### src/sv/pfd_pkg.sv
package pfd_pkg;

    // Width of every value, to which each intermediate is saturated; the ports are fixed at this width.
    localparam int DATA_W    = 32;
    localparam int CFG_IDX_W = 3;

    typedef logic signed [DATA_W-1:0] data_t;
    typedef logic [CFG_IDX_W-1:0]     cfg_idx_t;

    localparam data_t DATA_MAX = {1'b0, {(DATA_W-1){1'b1}}};
    localparam data_t DATA_MIN = {1'b1, {(DATA_W-1){1'b0}}};

    // Configuration register indexes.
    localparam cfg_idx_t CFG_PROP_GAIN   = 3'd0;
    localparam cfg_idx_t CFG_INTEG_GAIN  = 3'd1;
    localparam cfg_idx_t CFG_DERIV_GAIN  = 3'd2;
    localparam cfg_idx_t CFG_FILTER_TC   = 3'd3;
    localparam cfg_idx_t CFG_SAMPLE_PER  = 3'd4;
    localparam cfg_idx_t CFG_LIMIT_LOW   = 3'd5;
    localparam cfg_idx_t CFG_LIMIT_HIGH  = 3'd6;

    // Operation codes of an input transaction.
    localparam logic OP_STEP  = 1'b0;
    localparam logic OP_CLEAR = 1'b1;

    typedef struct packed {
        logic               opcode;
        logic signed [31:0] target;
        logic signed [31:0] sensed;
    } in_item_t;

    typedef struct packed {
        logic signed [31:0] drive;
    } out_item_t;

    // Request to the serial divider.
    typedef struct packed {
        logic              start;
        logic              short_mode;
        logic              neg;
        logic [DATA_W-1:0] num_mag;
        logic [DATA_W-1:0] den;
    } div_req_t;

endpackage

### src/sv/pfd_mul.sv
module pfd_mul #(
    parameter int FRAC_BITS = 16
) (
    input  logic           clk,
    input  pfd_pkg::data_t op_a,
    input  pfd_pkg::data_t op_b,
    output pfd_pkg::data_t result
);
    import pfd_pkg::*;

    localparam int PROD_W = 2 * DATA_W;

    logic signed [PROD_W-1:0] prod_reg;
    logic signed [PROD_W-1:0] shifted;
    logic [PROD_W-DATA_W:0]   upper;
    logic                     fits;

    always_ff @(posedge clk)
    begin
        prod_reg <= op_a * op_b;
    end

    // The arithmetic shift rounds toward minus infinity; then saturate.
    assign shifted = prod_reg >>> FRAC_BITS;
    assign upper   = shifted[PROD_W-1:DATA_W-1];
    assign fits    = (&upper) || (~|upper);
    assign result  = fits ? shifted[DATA_W-1:0]
                          : (shifted[PROD_W-1] ? DATA_MIN : DATA_MAX);

endmodule

### config.mk
export PLATFORM = sky130hd
export DESIGN_NAME = pfd_mul
export DESIGN_NICKNAME = d
export VERILOG_FILES = /design/src/sv/pfd_pkg.sv /design/src/sv/pfd_mul.sv
export SDC_FILE = /design/constraint.sdc
export NUM_CORES = 2
export LEC_CHECK = 0
export ABC_CLOCK_PERIOD_IN_PS = 14100
export BUFFER_PORTS_ARGS = -buffer_cell sky130_fd_sc_hd__buf_2
export CORE_AREA = 3 3 315 224
export CTS_BUF_LIST = sky130_fd_sc_hd__clkbuf_4
export DETAILED_ROUTE_END_ITERATION = 8
export DIE_AREA = 0 0 318 227
export PLACE_DENSITY_LB_ADDON = 0.2
export RECOVER_POWER = 100
export SLEW_MARGIN = 20
export SYNTH_ARGS = -nofsm -noshare
export SYNTH_HDL_FRONTEND = slang
export SYNTH_SLANG_ARGS = --single-unit
export TNS_END_PERCENT = 20
### constraint.sdc
create_clock -name clk -period 14.1 [get_ports clk]
set_input_delay 0.705 -clock clk [delete_from_list [all_inputs] [get_ports clk]]
set_output_delay 0.705 -clock clk [all_outputs]
set_load 0.05 [all_outputs]
==> results.md <==
- CP Max Fanout: 32
- Initial Util: ~55%
- Slowest-stage cell, CP: clkbuf_1
- Synthesized netlist cell count: between 3000 and 4000
- Die ar.: roughly 0.072 sq mm
- Placement row count: 80
- CP required: between 10 and 15 ns
- Root buf cell: clkbuf_4
- WHS: around 1.7 ns
- Vias in the first global route: 27100
- TritonCTS clock tree: yes
- Most common cell after layout, fill and taps aside: fa_1
- Mapped cell area: 0.0370 sq mm
- Hold path startpoint: op_a[31]
- Core area: 0.0678 sq mm
- Unrepaired setup endpoints after global routing: false
- Crit-path max cell delay: 1.53 ns
- Crit start category: input pin
- Critical path capture point type: flip-flop
- Clk buf depth: 2
- Wirelength per Cell: ~21 um
- Rel. slew slack: -45.8%
- H-Tree Depth: 2
- Hold Vio Cnt, Final: 0
- Die Y-Extent: 227 um
- Fmax: 99.5 MHz
- Largest net degree at the start of global routing: 33
- IO Count: 97
- Max reg flops: between 40 and 50
- Mean Syn Cell Area: approximately 9.5 sq um
- Clock sink count: 48
- Dominant synthesized flop cell: dfxtp_1
- Grt ovf: 0
- First-pass GRT wire length: 161 mm
- Buf/Inv on CP: 5
- Vias per cell: 5.30
- Post-Place Worst Slack: approximately 5.3 ns
- Hold Buf Count CTS: 0
- Crit path launch: op_a[13]
- Failing checks: max-capacitance violations, max-slew violations
- Post-DP HPWL: 80.3 mm
- Post-CTS setup buffers: 0
- Family with the most delay on the worst path: adder cells
- WL final: 99.7 mm
- Run status: finished with violations
- Share of cells above drive strength 1: 2.44%
- Port Buf Inserts: 96
- Yosys warns: 0
- Clock-pin slew on the worst setup and hold paths: 0.14 ns
- Setup TNS: 0 ns
- Final worst slack: 4.05 ns
- CTS Buf Count: 5
- DRT iter0 DRCs: 1724
- Setup violators final: 0
- GPL Wtd Cong: 0.912
- Antenna Nets Post-Route: 0
- Syn_nets: 5233
- Post-synthesis cell type count: 59
- Worst hold-check path type: input pin to flip-flop
- WP data arrival: 10.36 ns
- FFs w/ async S/R, synth: 0%
- Post-synthesis sequential area ratio: 2.59%
- Placed Area: between 0.03 and 0.04 sq mm
- WS Path Type: input pin to flip-flop
- Tot GR Track Use: 29.4%
- Max-cap violations: 1
- Post-Layout Inst Area: ~0.038 sq mm
- Synth-to-layout area growth: 2.49%
- CTS resizes: 0
- Drc violations: 0
- Pre-antenna DRT Iters: 7
- Synth Register Bits: 48
- Worst path most repeated cell: fa_1
- Most frequent cells in the layout: 1081 x fa_1, 963 x inv_1, 513 x nand2_1, 509 x and2_1, 180 x ha_1
- Final net count: between 5000 and 6000
- Max-slew violation count: 33
- Number of enable flip-flop cells after synthesis: 0
- Worst slew pin tran: 2.19 ns
- Antenna violations before repair: 5
- Fin crit share: a little under three quarters
- Fin crit period: 10.05 ns
- Die X: 318 um
- DR vias: 25000
==> metrics by stage <==
| step | util (%) | instances |
|---|---|---|
| finish | 56.0 | 4718 |
| floorplan | - | 3907 |
| CTS | 56.1 | 4715 |
| global route | 56.0 | 4717 |
| global placement | 56.0 | 4707 |
| detailed placement | 56.0 | 4707 |
==> layer usage <==
| layer | part of all wire [%] | routed length (um) | track usage, % |
|---|---|---|---|
| met1 | 45 | 44900 | 45.2 |
| met2 | 37 | 36900 | 37.4 |
| met3 | 17 | 17000 | 15.9 |
| met4 | 0.75 | 751 | 2.98 |
| met5 | 0.10 | 101 | 0.889 |
==> worst paths after layout <==
kind / slack (ns) / cells after the start / endpoint
max: 4.05 / 25 / prod_reg[58]
min: 1.65 / 7 / prod_reg[63]
==> cell usage after synthesis, types with 10 or more instances <==
cell type,count,area [sq um]
ha_1,180,2250
nand2_1,513,1930
nand4_1,19,119
xor2_1,19,166
dfxtp_1,48,961
nand2b_1,10,62.6
a21oi_1,54,270
nand3_1,12,60.1
a21o_1,71,533
fa_1,1081,21600
and2_1,510,3190
o21ai_0,32,160
clkbuf_1,205,769
nor2_1,54,203
xnor2_1,41,359
inv_1,963,3610
==> logic make-up after synthesis <==
| group | count (synthesis) | share of synthesized area (%) |
|---|---|---|
| buf+inv | 1174 | 11.9 |
| fa+ha+maj | 1261 | 64.5 |
| flops | 48 | 2.59 |
| xor+xnor | 60 | 1.42 |
| compound gates | 215 | 4.01 |
| simple gates | 1149 | 15.5 |
==> tightest hold or removal path: stages <==
cell,delay (ns)
buf_2,0.30
o21ai_0,0.29
ha_1,0.18
xnor2_1,0.08
xnor2_1,0.17
xnor2_1,0.14
xnor2_1,0.14
==> final cells by class <==
cell class / instances / area (sq um)
Sequential cell: 48 / 961
Clock inverter: 2 / 35.0
Tap cell: 902 / 1130
Clock buffer: 6 / 45.0
Antenna cell: 3 / 7.51
Timing Repair Buffer: 109 / 531
Multi-Input combinational cell: 2685 / 31600
Inverter: 963 / 3610
Fill cell: 6029 / 29800
Power is left out: the tool's default activity adds up to more than one toggle a clock period on the data nets, which glitch-free logic cannot reach.
