**config.mk**
```make
export PLATFORM = sky130hd
export DESIGN_NAME = pfd_div
export DESIGN_NICKNAME = d
export VERILOG_FILES = /design/src/sv/pfd_pkg.sv /design/src/sv/pfd_div.sv
export SDC_FILE = /design/constraint.sdc
export NUM_CORES = 1
export LEC_CHECK = 0
export BUFFER_PORTS_ARGS = -buffer_cell sky130_fd_sc_hd__buf_2
export CAP_MARGIN = 40
export CELL_PAD_IN_SITES_DETAIL_PLACEMENT = 1
export CELL_PAD_IN_SITES_GLOBAL_PLACEMENT = 1
export CORE_MARGIN = 4
export CORE_UTILIZATION = 51
export CTS_BUF_LIST = sky130_fd_sc_hd__clkbuf_2 sky130_fd_sc_hd__clkbuf_4 sky130_fd_sc_hd__clkbuf_8
export DETAILED_ROUTE_END_ITERATION = 16
export PLACE_DENSITY = 0.95
export SLEW_MARGIN = 25
export SYNTH_ARGS = -nofsm -noshare
export SYNTH_HDL_FRONTEND = slang
export SYNTH_SLANG_ARGS = --single-unit
```
**constraint.sdc**
```tcl
create_clock -name clk -period 9.6 [get_ports clk]
set_input_delay 0.48 -clock clk [delete_from_list [all_inputs] [get_ports clk]]
set_output_delay 0.48 -clock clk [all_outputs]
set_load 0.1 [all_outputs]
```
**src/sv/pfd_pkg.sv**
```systemverilog
package pfd_pkg;

    // Width of every value, to which each intermediate is saturated; the ports are fixed at this width.
    localparam int DATA_W    = 32;
    localparam int CFG_IDX_W = 3;

    typedef logic signed [DATA_W-1:0] data_t;
    typedef logic [CFG_IDX_W-1:0]     cfg_idx_t;

    localparam data_t DATA_MAX = {1'b0, {(DATA_W-1){1'b1}}};
    localparam data_t DATA_MIN = {1'b1, {(DATA_W-1){1'b0}}};

    // Configuration register indexes.
    localparam cfg_idx_t CFG_PROP_GAIN   = 3'd0;
    localparam cfg_idx_t CFG_INTEG_GAIN  = 3'd1;
    localparam cfg_idx_t CFG_DERIV_GAIN  = 3'd2;
    localparam cfg_idx_t CFG_FILTER_TC   = 3'd3;
    localparam cfg_idx_t CFG_SAMPLE_PER  = 3'd4;
    localparam cfg_idx_t CFG_LIMIT_LOW   = 3'd5;
    localparam cfg_idx_t CFG_LIMIT_HIGH  = 3'd6;

    // Operation codes of an input transaction.
    localparam logic OP_STEP  = 1'b0;
    localparam logic OP_CLEAR = 1'b1;

    typedef struct packed {
        logic               opcode;
        logic signed [31:0] target;
        logic signed [31:0] sensed;
    } in_item_t;

    typedef struct packed {
        logic signed [31:0] drive;
    } out_item_t;

    // Request to the serial divider.
    typedef struct packed {
        logic              start;
        logic              short_mode;
        logic              neg;
        logic [DATA_W-1:0] num_mag;
        logic [DATA_W-1:0] den;
    } div_req_t;

endpackage

```
**src/sv/pfd_div.sv**
```systemverilog
module pfd_div #(
    parameter int FRAC_BITS = 16
) (
    input  logic              clk,
    input  logic              rst_n,
    input  pfd_pkg::div_req_t req,
    output logic              busy,
    output pfd_pkg::data_t    quot
);
    import pfd_pkg::*;

    localparam int CNT_W = $clog2(DATA_W + 1);
    localparam logic [CNT_W-1:0] LONG_N  = CNT_W'(DATA_W);
    localparam logic [CNT_W-1:0] SHORT_N = CNT_W'(FRAC_BITS + 1);

    logic              busy_reg;
    logic [CNT_W-1:0]  cnt_reg;
    logic [DATA_W-1:0] rem_reg;
    logic [DATA_W-1:0] bits_reg;
    logic [DATA_W-1:0] q_reg;
    logic [DATA_W-1:0] den_reg;
    logic              neg_reg;
    data_t             quot_reg;

    logic [DATA_W-1:0] rem_init;
    logic [DATA_W-1:0] bits_init;
    logic [DATA_W:0]   rem_shift;
    logic [DATA_W:0]   rem_diff;
    logic              ge;
    data_t             signed_q;

    // The numerator is num_mag shifted up by FRAC_BITS. The short mode only
    // needs FRAC_BITS+1 quotient bits, as its quotient never exceeds one.
    assign rem_init  = req.short_mode ? (req.num_mag >> 1)
                                      : (req.num_mag >> (DATA_W - FRAC_BITS));
    assign bits_init = req.short_mode ? (req.num_mag << (DATA_W - 1))
                                      : (req.num_mag << FRAC_BITS);

    assign rem_shift = {rem_reg, bits_reg[DATA_W-1]};
    assign rem_diff  = rem_shift - {1'b0, den_reg};
    assign ge        = !rem_diff[DATA_W];

    always_comb
    begin
        if (!neg_reg)
        begin
            signed_q = q_reg[DATA_W-1] ? DATA_MAX : data_t'(q_reg);
        end
        else if (q_reg[DATA_W-1] && (|q_reg[DATA_W-2:0]))
        begin
            signed_q = DATA_MIN;
        end
        else
        begin
            signed_q = data_t'(~q_reg + 1'b1);
        end
    end

    always_ff @(posedge clk or negedge rst_n)
    begin
        if (!rst_n)
        begin
            busy_reg <= 1'b0;
            cnt_reg  <= '0;
        end
        else if (req.start)
        begin
            if ((req.den != '0) && (rem_init < req.den))
            begin
                busy_reg <= 1'b1;
                cnt_reg  <= req.short_mode ? SHORT_N : LONG_N;
            end
            else
            begin
                busy_reg <= 1'b0;
            end
        end
        else if (busy_reg)
        begin
            if (cnt_reg != '0)
            begin
                cnt_reg <= cnt_reg - 1'b1;
            end
            else
            begin
                busy_reg <= 1'b0;
            end
        end
    end

    always_ff @(posedge clk)
    begin
        if (req.start)
        begin
            rem_reg  <= rem_init;
            bits_reg <= bits_init;
            q_reg    <= '0;
            den_reg  <= req.den;
            neg_reg  <= req.neg;
            if (req.den == '0)
            begin
                quot_reg <= '0;
            end
            else if (rem_init >= req.den)
            begin
                quot_reg <= req.neg ? DATA_MIN : DATA_MAX;
            end
        end
        else if (busy_reg)
        begin
            if (cnt_reg != '0)
            begin
                rem_reg  <= ge ? rem_diff[DATA_W-1:0] : rem_shift[DATA_W-1:0];
                bits_reg <= bits_reg << 1;
                q_reg    <= {q_reg[DATA_W-2:0], ge};
            end
            else
            begin
                quot_reg <= signed_q;
            end
        end
    end

    assign busy = busy_reg;
    assign quot = quot_reg;

endmodule

```
==> results by group, run 1 <==
Outcome
  • Status: completed

STA
  • Actual slew at the worst max-slew pin: roughly 830 ps
  • Clock Skew: 23.76 ps
  • Max-slew headroom: about 45%
  • RSZ-0062 raised after global routing: false
  • Max Fclk: 244.7 MHz
  • Hold Vio Cnt, Final: 0
  • Final Setup Violations: 0
  • Tmin final: 4086 ps
  • Setup TNS: 0 ps
  • Final worst path period share: 42.56%
  • Worst hold slack: just over 200 ps
  • Final WS setup: roughly 5500 ps
  • Max Transition Viols Final: 0

CTS
  • Clock Path Buffers: 2
  • Clock Sink Count: 152
  • H-tree depth: 4
  • TritonCTS buffer count: 17
  • Post_cts resized: 0
  • Worst-Skew Late Latency: approximately 480 ps
  • Clock slew seen by the registers of the worst setup and hold paths: roughly 100 ps
  • Root buffer cell: clkbuf_8
  • CTS tree: yes

Routing
  • WL/cell: ~24 um
  • Vias: about 9300
  • Via/cell ratio: 6.537
  • Pre-antenna DRT Iters: 7
  • Drc violations: 0
  • Final wirelength: approximately 35 mm
  • Final ANT Viol Nets: 0
  • First DRT Iteration DRCs: approximately 890

Global route
  • Pin count of the biggest net entering global routing: 73
  • Vias in the first global route: roughly 9800
  • GRT Total Usage: between 30% and 40%
  • Initial antenna violation count: 1
  • Total grt overflow: 0
  • First-pass GRT wire length: 53.92 mm

Setup path
  • Endpoint class of the critical path: register
  • Startpoint types: register
  • Crit Path Max Fanout: 28
  • Crit Path Category: reg2reg
  • Crit-path cells: inv_1, ha_1, fa_1, nand2b_1, a21oi_1, o211ai_1, a311oi_1, a2111oi_0, clkbuf_1, a311oi_4, buf_4, nand2_1, o211ai_1
  • Crit path top cell by count: o211ai_1
  • Slowest stage delay, CP: 490 ps
  • Worst endpoint required time: roughly 9900 ps
  • Arr. time, crit path: between 4000 and 5000 ps
  • CP max-delay cell: buf_4

Min path
  • Hold Crit Class: in2reg

Floorplan
  • IO Count: 102
  • Row count: 50
  • Core area: between 15000 and 20000 um^2
  • Initial core utilization: a little over half
  • DIE AREA: about 22000 um^2
  • Die Y: 147.4 um
  • Die W: about 150 um

Synthesis
  • Area leader, netlist: edfxtp_1
  • Top-area cell type share of the netlist area: between 30% and 40%
  • Top cells by area, synth: edfxtp_1 (34%), ha_1 (8.3%), dfxtp_1 (6.5%)
  • Post-synth top flop: edfxtp_1
  • Syn_nets: between 1000 and 1500
  • Post-synthesis sequential area ratio: ~43%
  • Post-Syn Instances: 1074
  • Post-synth EDFFs: about 110
  • Synthesis Warnings: 0
  • Post-synthesis register bit count: 152
  • Mapped Area: 9903 um^2
  • Syn Area/Cell: approximately 9.2 um^2
  • Yosys cell types: 72
  • Asr flop ratio synth: under 10%

Placed design
  • Placer Congestion: around 0.95
  • Post-Place Worst Slack: roughly 5600 ps
  • Placed cell areas: between 10000 and 15000 um^2
  • HPWL after DPL: around 24 mm
  • I/O Buffers: 101

Power
  • Pleak: 4.712 nW
  • Switching Fraction: 45.42%
  • Internal power: 1.735 mW
  • Clock network fraction of total power: between 10% and 20%
  • Switch Pwr: around 1.4 mW
  • Comb power frac: ~52%
  • Pwr Density: roughly 290 nW/um^2
  • Flop pwr share: 31.0%
  • Max VDD drop: between 0.1 and 0.15 mV

Cells and area
  • Fin nets: between 1000 and 1500
  • FILL cells: around 2200
  • Multi-input gate area: about 5200 um^2
  • Sequential cell area: about 4200 um^2
  • Area Growth Syn to Fin: 11.88%
  • Final instance area: about 11000 um^2
  • Share of cells above drive strength 1: around 15%

Run
  • Total of max-cap violations: 0
metrics by stage:
stage	util (%)	power, mW	std cells
6_report	58.64	3.179	1426
5_1_grt	58.64	3.343	1426
4_1_cts	58.48	3.140	1421
3_5_place_dp	56.19	2.560	1388
3_3_place_gp	56.04	2.463	1386
2_1_floorplan	-	2.145	1074
timing repair:
item,CTS,global route
buffers inserted,0,0
hold buffers,1,0
setup endpoints to repair,0,0
hold endpoints to repair,7,0
Yosys cell counts (11+ instances only):
cell,n
nand2_1,134
edfxtp_1,113
a21oi_1,98
inv_1,82
o21ai_0,76
ha_1,66
clkbuf_1,50
nor2_1,46
dfxtp_1,32
a21o_1,25
nor3_1,24
and2_1,22
mux2i_1,21
o31ai_1,19
xor2_1,16
a22o_1,15
mux2_2,15
nand4_1,14
xnor2_1,14
a211oi_1,12
o211ai_1,12
nand2b_1,11
per-layer routing:
layer	global-route usage (%)	routed length [um]
met1	38.67	13470
met2	52.81	16640
met3	6.724	2701
met4	16.78	1906
met5	0	0
power groups by stage:
stage               logic [mW]  clock network, mW  registers [mW]
floorplan                 1.03                  0            1.11
global placement          1.48                  0           0.982
detailed placement        1.57                  0           0.992
CTS                       1.61              0.547           0.982
global route              1.77              0.577           0.996
finish                    1.65              0.545           0.987
layout by cell type, fill, tap and decap left out, types with 16 or more instances in the layout:
master | Yosys | routed
buf_2 | 3 | 101
and2_1 | 22 | 21
nor3_1 | 24 | 24
a21o_1 | 25 | 25
xor2_1 | 16 | 16
nor2_1 | 46 | 46
mux2i_1 | 21 | 21
edfxtp_1 | 113 | 113
dfxtp_1 | 32 | 32
ha_1 | 66 | 66
clkbuf_8 | 0 | 18
o31ai_1 | 19 | 19
a21oi_1 | 98 | 97
o21ai_0 | 76 | 76
nand2_1 | 134 | 133
inv_1 | 82 | 82
path summary, 6_finish.rpt:
kind | from | endpoint | slack, ps | cells past startpoint
max in group asynchronous | rst_n | cnt_reg[4] | 9060 | 2
hold reg to reg | q_reg[30] | q_reg[31] | 510 | 2
min in group asynchronous | rst_n | cnt_reg[1] | 360 | 2
setup reg to reg | bits_reg[31] | rem_reg[24] | 5510 | 13
setup / recovery | bits_reg[31] | rem_reg[24] | 5510 | 13
hold / removal | req[30] | den_reg[30] | 210 | 1
worst max-delay path: cells and delay by family (launching register included):
| kind | cells | cell delay [ps] |
|---|---|---|
| AND/OR/NAND/NOR | 2 | 530 |
| flip-flops | 1 | 340 |
| adder cells (fa/ha/maj) | 2 | 660 |
| AO/OA/AOI/OAI | 6 | 1610 |
| buffers and inverters | 3 | 750 |
kinds of logic after synthesis:
family,Yosys count,synth area share [%]
muxes,36,3.828
adders and majority gates,67,8.541
and+or+nand+nor,321,16.03
xor gates and xnor gates,30,2.653
AOI/OAI and AO/OA,329,20.91
buffers and inverters,139,5.534
DFF,152,42.50
layout make-up:
type / count / area share (%)
multi-input cells: 783 / 46.74
flip-flops and latches: 152 / 37.99
repair buffers: 116 / 5.703
well taps: 260 / 2.936
inverters: 82 / 2.778
clock buffers: 19 / 2.304
clock inverters: 13 / 1.525
diodes: 1 / 0.02259
Note: power is estimated with default switching activity, not from simulation.
==> run 2: changes to the inputs <==
Settings changed: ABC_AREA set to 1, CORE_UTILIZATION 51 to 41, PLACE_DENSITY 0.95 to 0.86.
Clock period 9.6 ns to 3.4 ns, I/O delays scaled along.
==> results by group, run 2 <==
STA
  • Final worst path period share: 87.39% (+45 points)
  • Final Setup Violations: 0 (unchanged)
  • RSZ-0062 raised after global routing: false
  • Max-slew headroom: 47.78% (+3.0 points)
  • Worst hold slack: 45.03 ps (-161.8 ps)
  • Actual slew at the worst max-slew pin: 782.5 ps (-45.40 ps)
  • Tmin final: 2971 ps (-1115 ps)
  • Max Transition Viols Final: 0 (unchanged)
  • Setup TNS: 0 ps (unchanged)
  • Hold Vio Cnt, Final: 0 (unchanged)
  • Final WS setup: 428.7 ps (-5085 ps)
  • Max Fclk: 336.6 MHz (+38%)
  • Clock Skew: 41.16 ps (+17.40 ps)

Setup path
  • Critical path origin: den_reg[10]
  • Crit path top cell by count: nand2_1
  • Crit path max-delay family: simple AND/OR/NAND/NOR gates
  • Worst endpoint required time: 3620 ps (-6280 ps)
  • Crit Path Category: reg2reg
  • R2r worst-path depth: 14 (+1)
  • Crit Path Max Fanout: 11 (-61%)
  • FF-to-FF setup slack: 430 ps (-5090 ps)
  • Reg-to-Reg Start: den_reg[10]
  • Critical R2R Capture: rem_reg[13]
  • Stages on the worst setup path: 14 (+1)
  • Worst path bufs/invs: 2 (-1)
  • Slowest stage delay, CP: 450 ps (-40 ps)
  • Crit-path cells: inv_1, ha_1, nand2_1, inv_1, nand2_1, nand2_1, a21oi_2, nand2_4, nand2_4, nand3_1, nand2_2, nand2_1, nand3_1, nand2_1
  • CP max-delay cell: edfxtp_1
  • Arr. time, crit path: 3190 ps (-1200 ps)
  • Endpoint class of the critical path: register
  • Worst setup path endpoint: rem_reg[13]
  • Startpoint types: register

Synthesis
  • Post-Syn Instances: 1630 (+52%)
  • Syn Area/Cell: 7.077 um^2 (-23%)
  • Post-synth EDFFs: 113 (unchanged)
  • Synthesis Warnings: 0 (unchanged)
  • Post-synthesis register bit count: 152 (unchanged)
  • Area leader, netlist: edfxtp_1
  • Top cells by area, synth: edfxtp_1 (29%), nand2_1 (17%), inv_1 (9.6%)
  • Mapped Area: 11530 um^2 (+16%)
  • Asr flop ratio synth: 4.605% (unchanged)
  • Yosys cell types: 46 (-36%)
  • Post-synthesis sequential area ratio: 36.49% (-6.0 points)
  • Top-area cell type share of the netlist area: 29.42% (-4.8 points)
  • Top-count cell post-synth: nand2_1
  • Syn_nets: 1766 (+46%)
  • Post-synth top flop: edfxtp_1
  • Commonest cells post-synth: nand2_1 (532), inv_1 (295), edfxtp_1 (113), nand3_1 (91), nor2_1 (87)

Floorplan
  • Die W: 175.7 um (+19%)
  • DIE AREA: 30880 um^2 (+42%)
  • Row count: 61 (+22%)
  • Core area: 27780 um^2 (+47%)
  • Initial core utilization: 41.52% (-11 points)
  • Die Y: 175.7 um (+19%)
  • IO Count: 102 (unchanged)

Cells and area
  • Area Growth Syn to Fin: 13.64%
  • FILL cells: 3666 (+69%)
  • Fin nets: 1884 (+46%)
  • Most common cell after layout, fill and taps aside: nand2_1
  • Commonest non-fill, non-tap cells in the layout: nand2_1 (531), inv_1 (294), edfxtp_1 (113)
  • Core Util, Final: 47.18% (-11 points)
  • Sequential cell area: 4209 um^2 (unchanged)
  • Multi-input gate area: 5911 um^2 (+14%)
  • Final Non-Filler Cells: 2139 (+50%)
  • Final instance area: 13110 um^2 (+18%)
  • Share of cells above drive strength 1: 13.06% (-2.3 points)
  • Diodes inserted: 0 (-1)

Power
  • Pleak: 6.898 nW (+46%)
  • Comb power frac: 58.1% (+6.3 points)
  • Internal power: 5.065 mW (+190%)
  • Switch Pwr: 5.183 mW (+260%)
  • Pwr Density: 781.9 nW/um^2 (+170%)
  • Total design power: 10.25 mW (+220%)
  • Max VDD drop: 0.3323 mV (+170%)
  • Switching Fraction: 50.58% (+5.2 points)
  • Clock network fraction of total power: 15.1% (-2.0 points)
  • Flop pwr share: 26.8% (-4.2 points)

Run
  • Total of max-cap violations: 0 (unchanged)

Placed design
  • Post-Place Worst Slack: 373.7 ps (-5215 ps)
  • Placer Congestion: 0.9048 (-4.9%)
  • Placed cell areas: 12350 um^2 (+16%)
  • HPWL after DPL: 30.45 mm (+28%)
  • I/O Buffers: 101 (unchanged)
  • Cell total after placement: 2073 (+49%)

CTS
  • Worst-Skew Late Latency: 510 ps (+30 ps)
  • Setup bufs post-CTS: 0 (unchanged)
  • Clock slew seen by the registers of the worst setup and hold paths: 130 ps (+30 ps)
  • Post_cts resized: 0 (unchanged)
  • TritonCTS buffer count: 17 (unchanged)
  • Root buffer cell: clkbuf_8
  • H-tree depth: 4 (unchanged)
  • Clock Path Buffers: 2 (unchanged)
  • Clock Sink Count: 152 (unchanged)
  • CTS tree: yes

Routing
  • Top sig layer: met5
  • Drc violations: 0 (unchanged)
  • Met2 WL: 20.07 mm (+21%)
  • Vias: 11390 (+22%)
  • First DRT Iteration DRCs: 792 (-11%)
  • Final wirelength: 40.73 mm (+17%)
  • Pre-antenna DRT Iters: 6 (-1)
  • WL/cell: 19.04 um (-22%)
  • Via/cell ratio: 5.324 (-19%)
  • Final ANT Viol Nets: 0 (unchanged)
  • DRT met1 WL: 16.68 mm (+24%)
  • DR WL met3: 1.651 mm (-39%)

Global route
  • Initial antenna violation count: 1 (unchanged)
  • First-pass GRT wire length: 64.54 mm (+20%)
  • Pin count of the biggest net entering global routing: 51 (-30%)
  • Total grt overflow: 0 (unchanged)
  • GRT Total Usage: 26.41% (-5.3 points)
  • Vias in the first global route: 12100 (+23%)

Min path
  • Hold Crit Class: in2reg

Outcome
  • Status: completed
-- run 2: cell count changes after synthesis, sizes merged, moves of 25 or more --
cell and delta:
nand3 +103, inv +224, a21oi -57, nand2 +435
clkbuf -27, nor2 +49, o22ai +25
-- run 2: power by group through the flow --
stage / Combinational [mW] / Sequential, mW / Clock (mW)
floorplan: 4.08 / 3.09 / 0
global placement: 5.56 / 2.73 / 0
detailed placement: 5.80 / 2.76 / 0
CTS: 5.90 / 2.73 / 1.53
global route: 6.62 / 2.78 / 1.65
finish: 5.96 / 2.74 / 1.54
-- run 2: tightest hold or removal path, cell delays in order --
cell and delay (ps):
buf_2 80, inv_1 50, nor2_1 110
-- run 2: how the worst min path moves through the flow --
| stage | startpoint | end | slack (ps) | cells past startpoint |
|---|---|---|---|---|
| 5_1_grt | req[32] | bits_reg[16] | 50 | 3 |
| 2_1_floorplan | rst_n | busy | -130 | 0 |
| 6_report | req[32] | bits_reg[16] | 50 | 3 |
| 4_1_cts | rst_n | cnt_reg[1] | 50 | 2 |
| 3_5_place_dp | rst_n | cnt_reg[3] | 20 | 1 |
| 3_3_place_gp | rst_n | cnt_reg[3] | 10 | 1 |
-- run 2: area by class of cell --
cell class | count | share of cell area (%)
multi-input cells | 1126 | 45.09
flip-flops and latches | 152 | 32.11
inverters | 307 | 8.792
repair buffers | 144 | 7.216
well taps | 378 | 3.608
clock buffers | 21 | 2.062
clock inverters | 11 | 1.117
-- run 2: logic make-up after synthesis --
| logic type | count (synthesis) | share of synthesized area, % |
|---|---|---|
| flip-flops | 152 | 36.49 |
| buffers and inverters | 352 | 12.33 |
| AO/OA/AOI/OAI | 183 | 8.851 |
| AND/OR/NAND/NOR | 844 | 32.56 |
| adder cells (fa/ha/maj) | 67 | 7.333 |
| XOR/XNOR | 32 | 2.430 |
-- run 2: what timing repair did --
item                       CTS  global route
setup endpoints to repair    0             0
hold endpoints to repair    40             0
hold buffers                34             0
-- run 2: per-layer routing --
metal	global-route usage [%]	up-vias
met2	45.82	352
met5	0	-
met4	14.68	2
met1	31.71	5474
li1	-	5422
met3	3.358	137
==> run 3: changes to the inputs <==
Settings changed: CORE_MARGIN 4 to 10.
==> results by group, run 3 (synthesis gave the netlist of run 2 again) <==
STA
  • Actual slew at the worst max-slew pin: 791.2 ps (+8.738 ps)
  • Max Fclk: 335.5 MHz (-0.31%)
  • Final Setup Violations: 0 (unchanged)
  • Final WS setup: 419.3 ps (-9.381 ps)
  • Tmin final: 2981 ps (+9.381 ps)
  • Max-slew headroom: 47.25% (-0.53 points)
  • Hold Vio Cnt, Final: 0 (unchanged)
  • Setup TNS: 0 ps (unchanged)
  • Max Transition Viols Final: 0 (unchanged)
  • Clock Skew: 16.61 ps (-24.54 ps)
  • Final worst path period share: 87.67% (+0.28 points)
  • RSZ-0062 raised after global routing: false

Outcome
  • Status: completed

Min path
  • Hold Crit Class: in2async

Placed design
  • HPWL after DPL: 31.71 mm (+4.1%)
  • Post-Place Worst Slack: 465.2 ps (+91.50 ps)
  • Placer Congestion: 0.9629 (+6.4%)
  • I/O Buffers: 101 (unchanged)
  • Placed cell areas: 12360 um^2 (about the same)

Global route
  • Vias in the first global route: 12100 (-0.025%)
  • Initial antenna violation count: 4 (+3)
  • Total grt overflow: 0 (unchanged)
  • First-pass GRT wire length: 64.87 mm (+0.51%)
  • GRT Total Usage: 22.90% (-3.5 points)
  • Pin count of the biggest net entering global routing: 52 (+2.0%)

CTS
  • Clock slew seen by the registers of the worst setup and hold paths: 100 ps (-30 ps)
  • TritonCTS buffer count: 17 (unchanged)
  • Root buffer cell: clkbuf_8
  • Post-CTS Hold Fix Bufs: 34 (unchanged)
  • Worst-Skew Late Latency: 480 ps (-30 ps)
  • Clock Path Buffers: 2 (unchanged)
  • Setup bufs post-CTS: 0 (unchanged)
  • CTS tree: yes
  • Clock Sink Count: 152 (unchanged)
  • H-tree depth: 4 (unchanged)
  • Post_cts resized: 0 (unchanged)

Power
  • Total design power: 10.19 mW (-0.52%)
  • Max VDD drop: 0.3056 mV (-8.0%)
  • Pleak: 6.892 nW (about the same)
  • Pwr Density: 776.2 nW/um^2 (-0.72%)

Cells and area
  • Most common cell after layout, fill and taps aside: nand2_1
  • Final instance area: 13130 um^2 (+0.20%)
  • Share of cells above drive strength 1: 13.14% (+0.084 points)
  • Commonest non-fill, non-tap cells in the layout: nand2_1 (531), inv_1 (294), edfxtp_1 (113)
  • Core Util, Final: 47.28% (+0.095 points)
  • Fin nets: 1888 (+0.21%)
  • Area Growth Syn to Fin: 13.86%

Floorplan
  • DIE AREA: 35240 um^2 (+14%)
  • IO Count: 102 (unchanged)
  • Die Y: 187.7 um (+6.8%)
  • Core area: 27780 um^2 (unchanged)
  • Initial core utilization: 41.52% (unchanged)
  • Row count: 61 (unchanged)
  • Die W: 187.7 um (+6.8%)

Setup path
  • Crit path max-delay family: simple AND/OR/NAND/NOR gates
  • R2r worst-path depth: 13 (-1)
  • CP max-delay cell: edfxtp_1
  • FF-to-FF setup slack: 420 ps (about the same)
  • Crit Path Max Fanout: 11 (unchanged)
  • Slowest stage delay, CP: 440 ps (about the same)
  • Startpoint types: register
  • Worst endpoint required time: 3640 ps (+20 ps)
  • Endpoint class of the critical path: register
  • Reg-to-Reg Start: rem_reg[8]
  • Critical R2R Capture: rem_reg[1]
  • Crit-path cells: ha_1, nand2_1, nand2_1, nand2_1, nand2_1, a21oi_2, nand2_4, nand2_4, nand3_1, nand2_2, nand2_1, nand3_1, nand2_1
  • Arr. time, crit path: 3220 ps (+30 ps)
  • Worst path bufs/invs: 0 (-2)
  • Crit Path Category: reg2reg
  • Crit path top cell by count: nand2_1

Routing
  • Via/cell ratio: 5.253 (-1.3%)
  • First DRT Iteration DRCs: 850 (+7.3%)
  • Pre-antenna DRT Iters: 6 (unchanged)
  • WL/cell: 19.09 um (+0.23%)
  • Final wirelength: 40.96 mm (+0.56%)
  • Drc violations: 0 (unchanged)
  • Vias: 11270 (-0.99%)
  • Final ANT Viol Nets: 0 (unchanged)

Run
  • Total of max-cap violations: 0 (unchanged)
run 3: cell type report:
cell class | instances | area [um^2]
antenna | 3 | 7.507
timing repair buffer | 148 | 970.9
clock inverter | 15 | 176.4
inverter | 307 | 1152
tap | 378 | 473.0
clock buffer | 17 | 234.0
sequential | 152 | 4209
multi-input combinational | 1126 | 5911
fill | 3649 | 14650
run 3: worst max path at each step:
stage                      startpoint      endpoint  slack [ps]  cells after the start
after global routing      rem_reg[21]    rem_reg[1]         220                     13
after detailed placement      req[65]       quot[3]         470                     13
after CTS                 rem_reg[26]   rem_reg[12]         550                     11
after floorplan                  busy  bits_reg[16]         180                      3
after global placement        req[65]       quot[2]         480                     13
final                      rem_reg[8]    rem_reg[1]         420                     13
run 3: through the flow:
| stage | cells | hold WS [ps] |
|---|---|---|
| global placement | 2075 | 14.23 |
| floorplan | 1630 | -125.6 |
| global route | 2146 | 45.83 |
| finish | 2146 | 59.50 |
| detailed placement | 2076 | 22.54 |
| CTS | 2142 | 46.29 |
run 3: metal layers:
metal | part of all wire, % | vias to the layer above | GRT usage (%)
met5 | 0.017 | - | 0
met4 | 3.5 | 2 | 9.323
met3 | 4.7 | 95 | 3.488
met2 | 50 | 320 | 41.02
met1 | 41 | 5418 | 26.69
li1 | - | 5439 | -
run 3: report_power, final:
part           internal (mW)  switching, mW  leakage [nW]
logic                   1.78           4.18          5.21
clock network          0.727          0.777         0.190
registers               2.51          0.219          1.49
total                   5.02           5.18          6.89
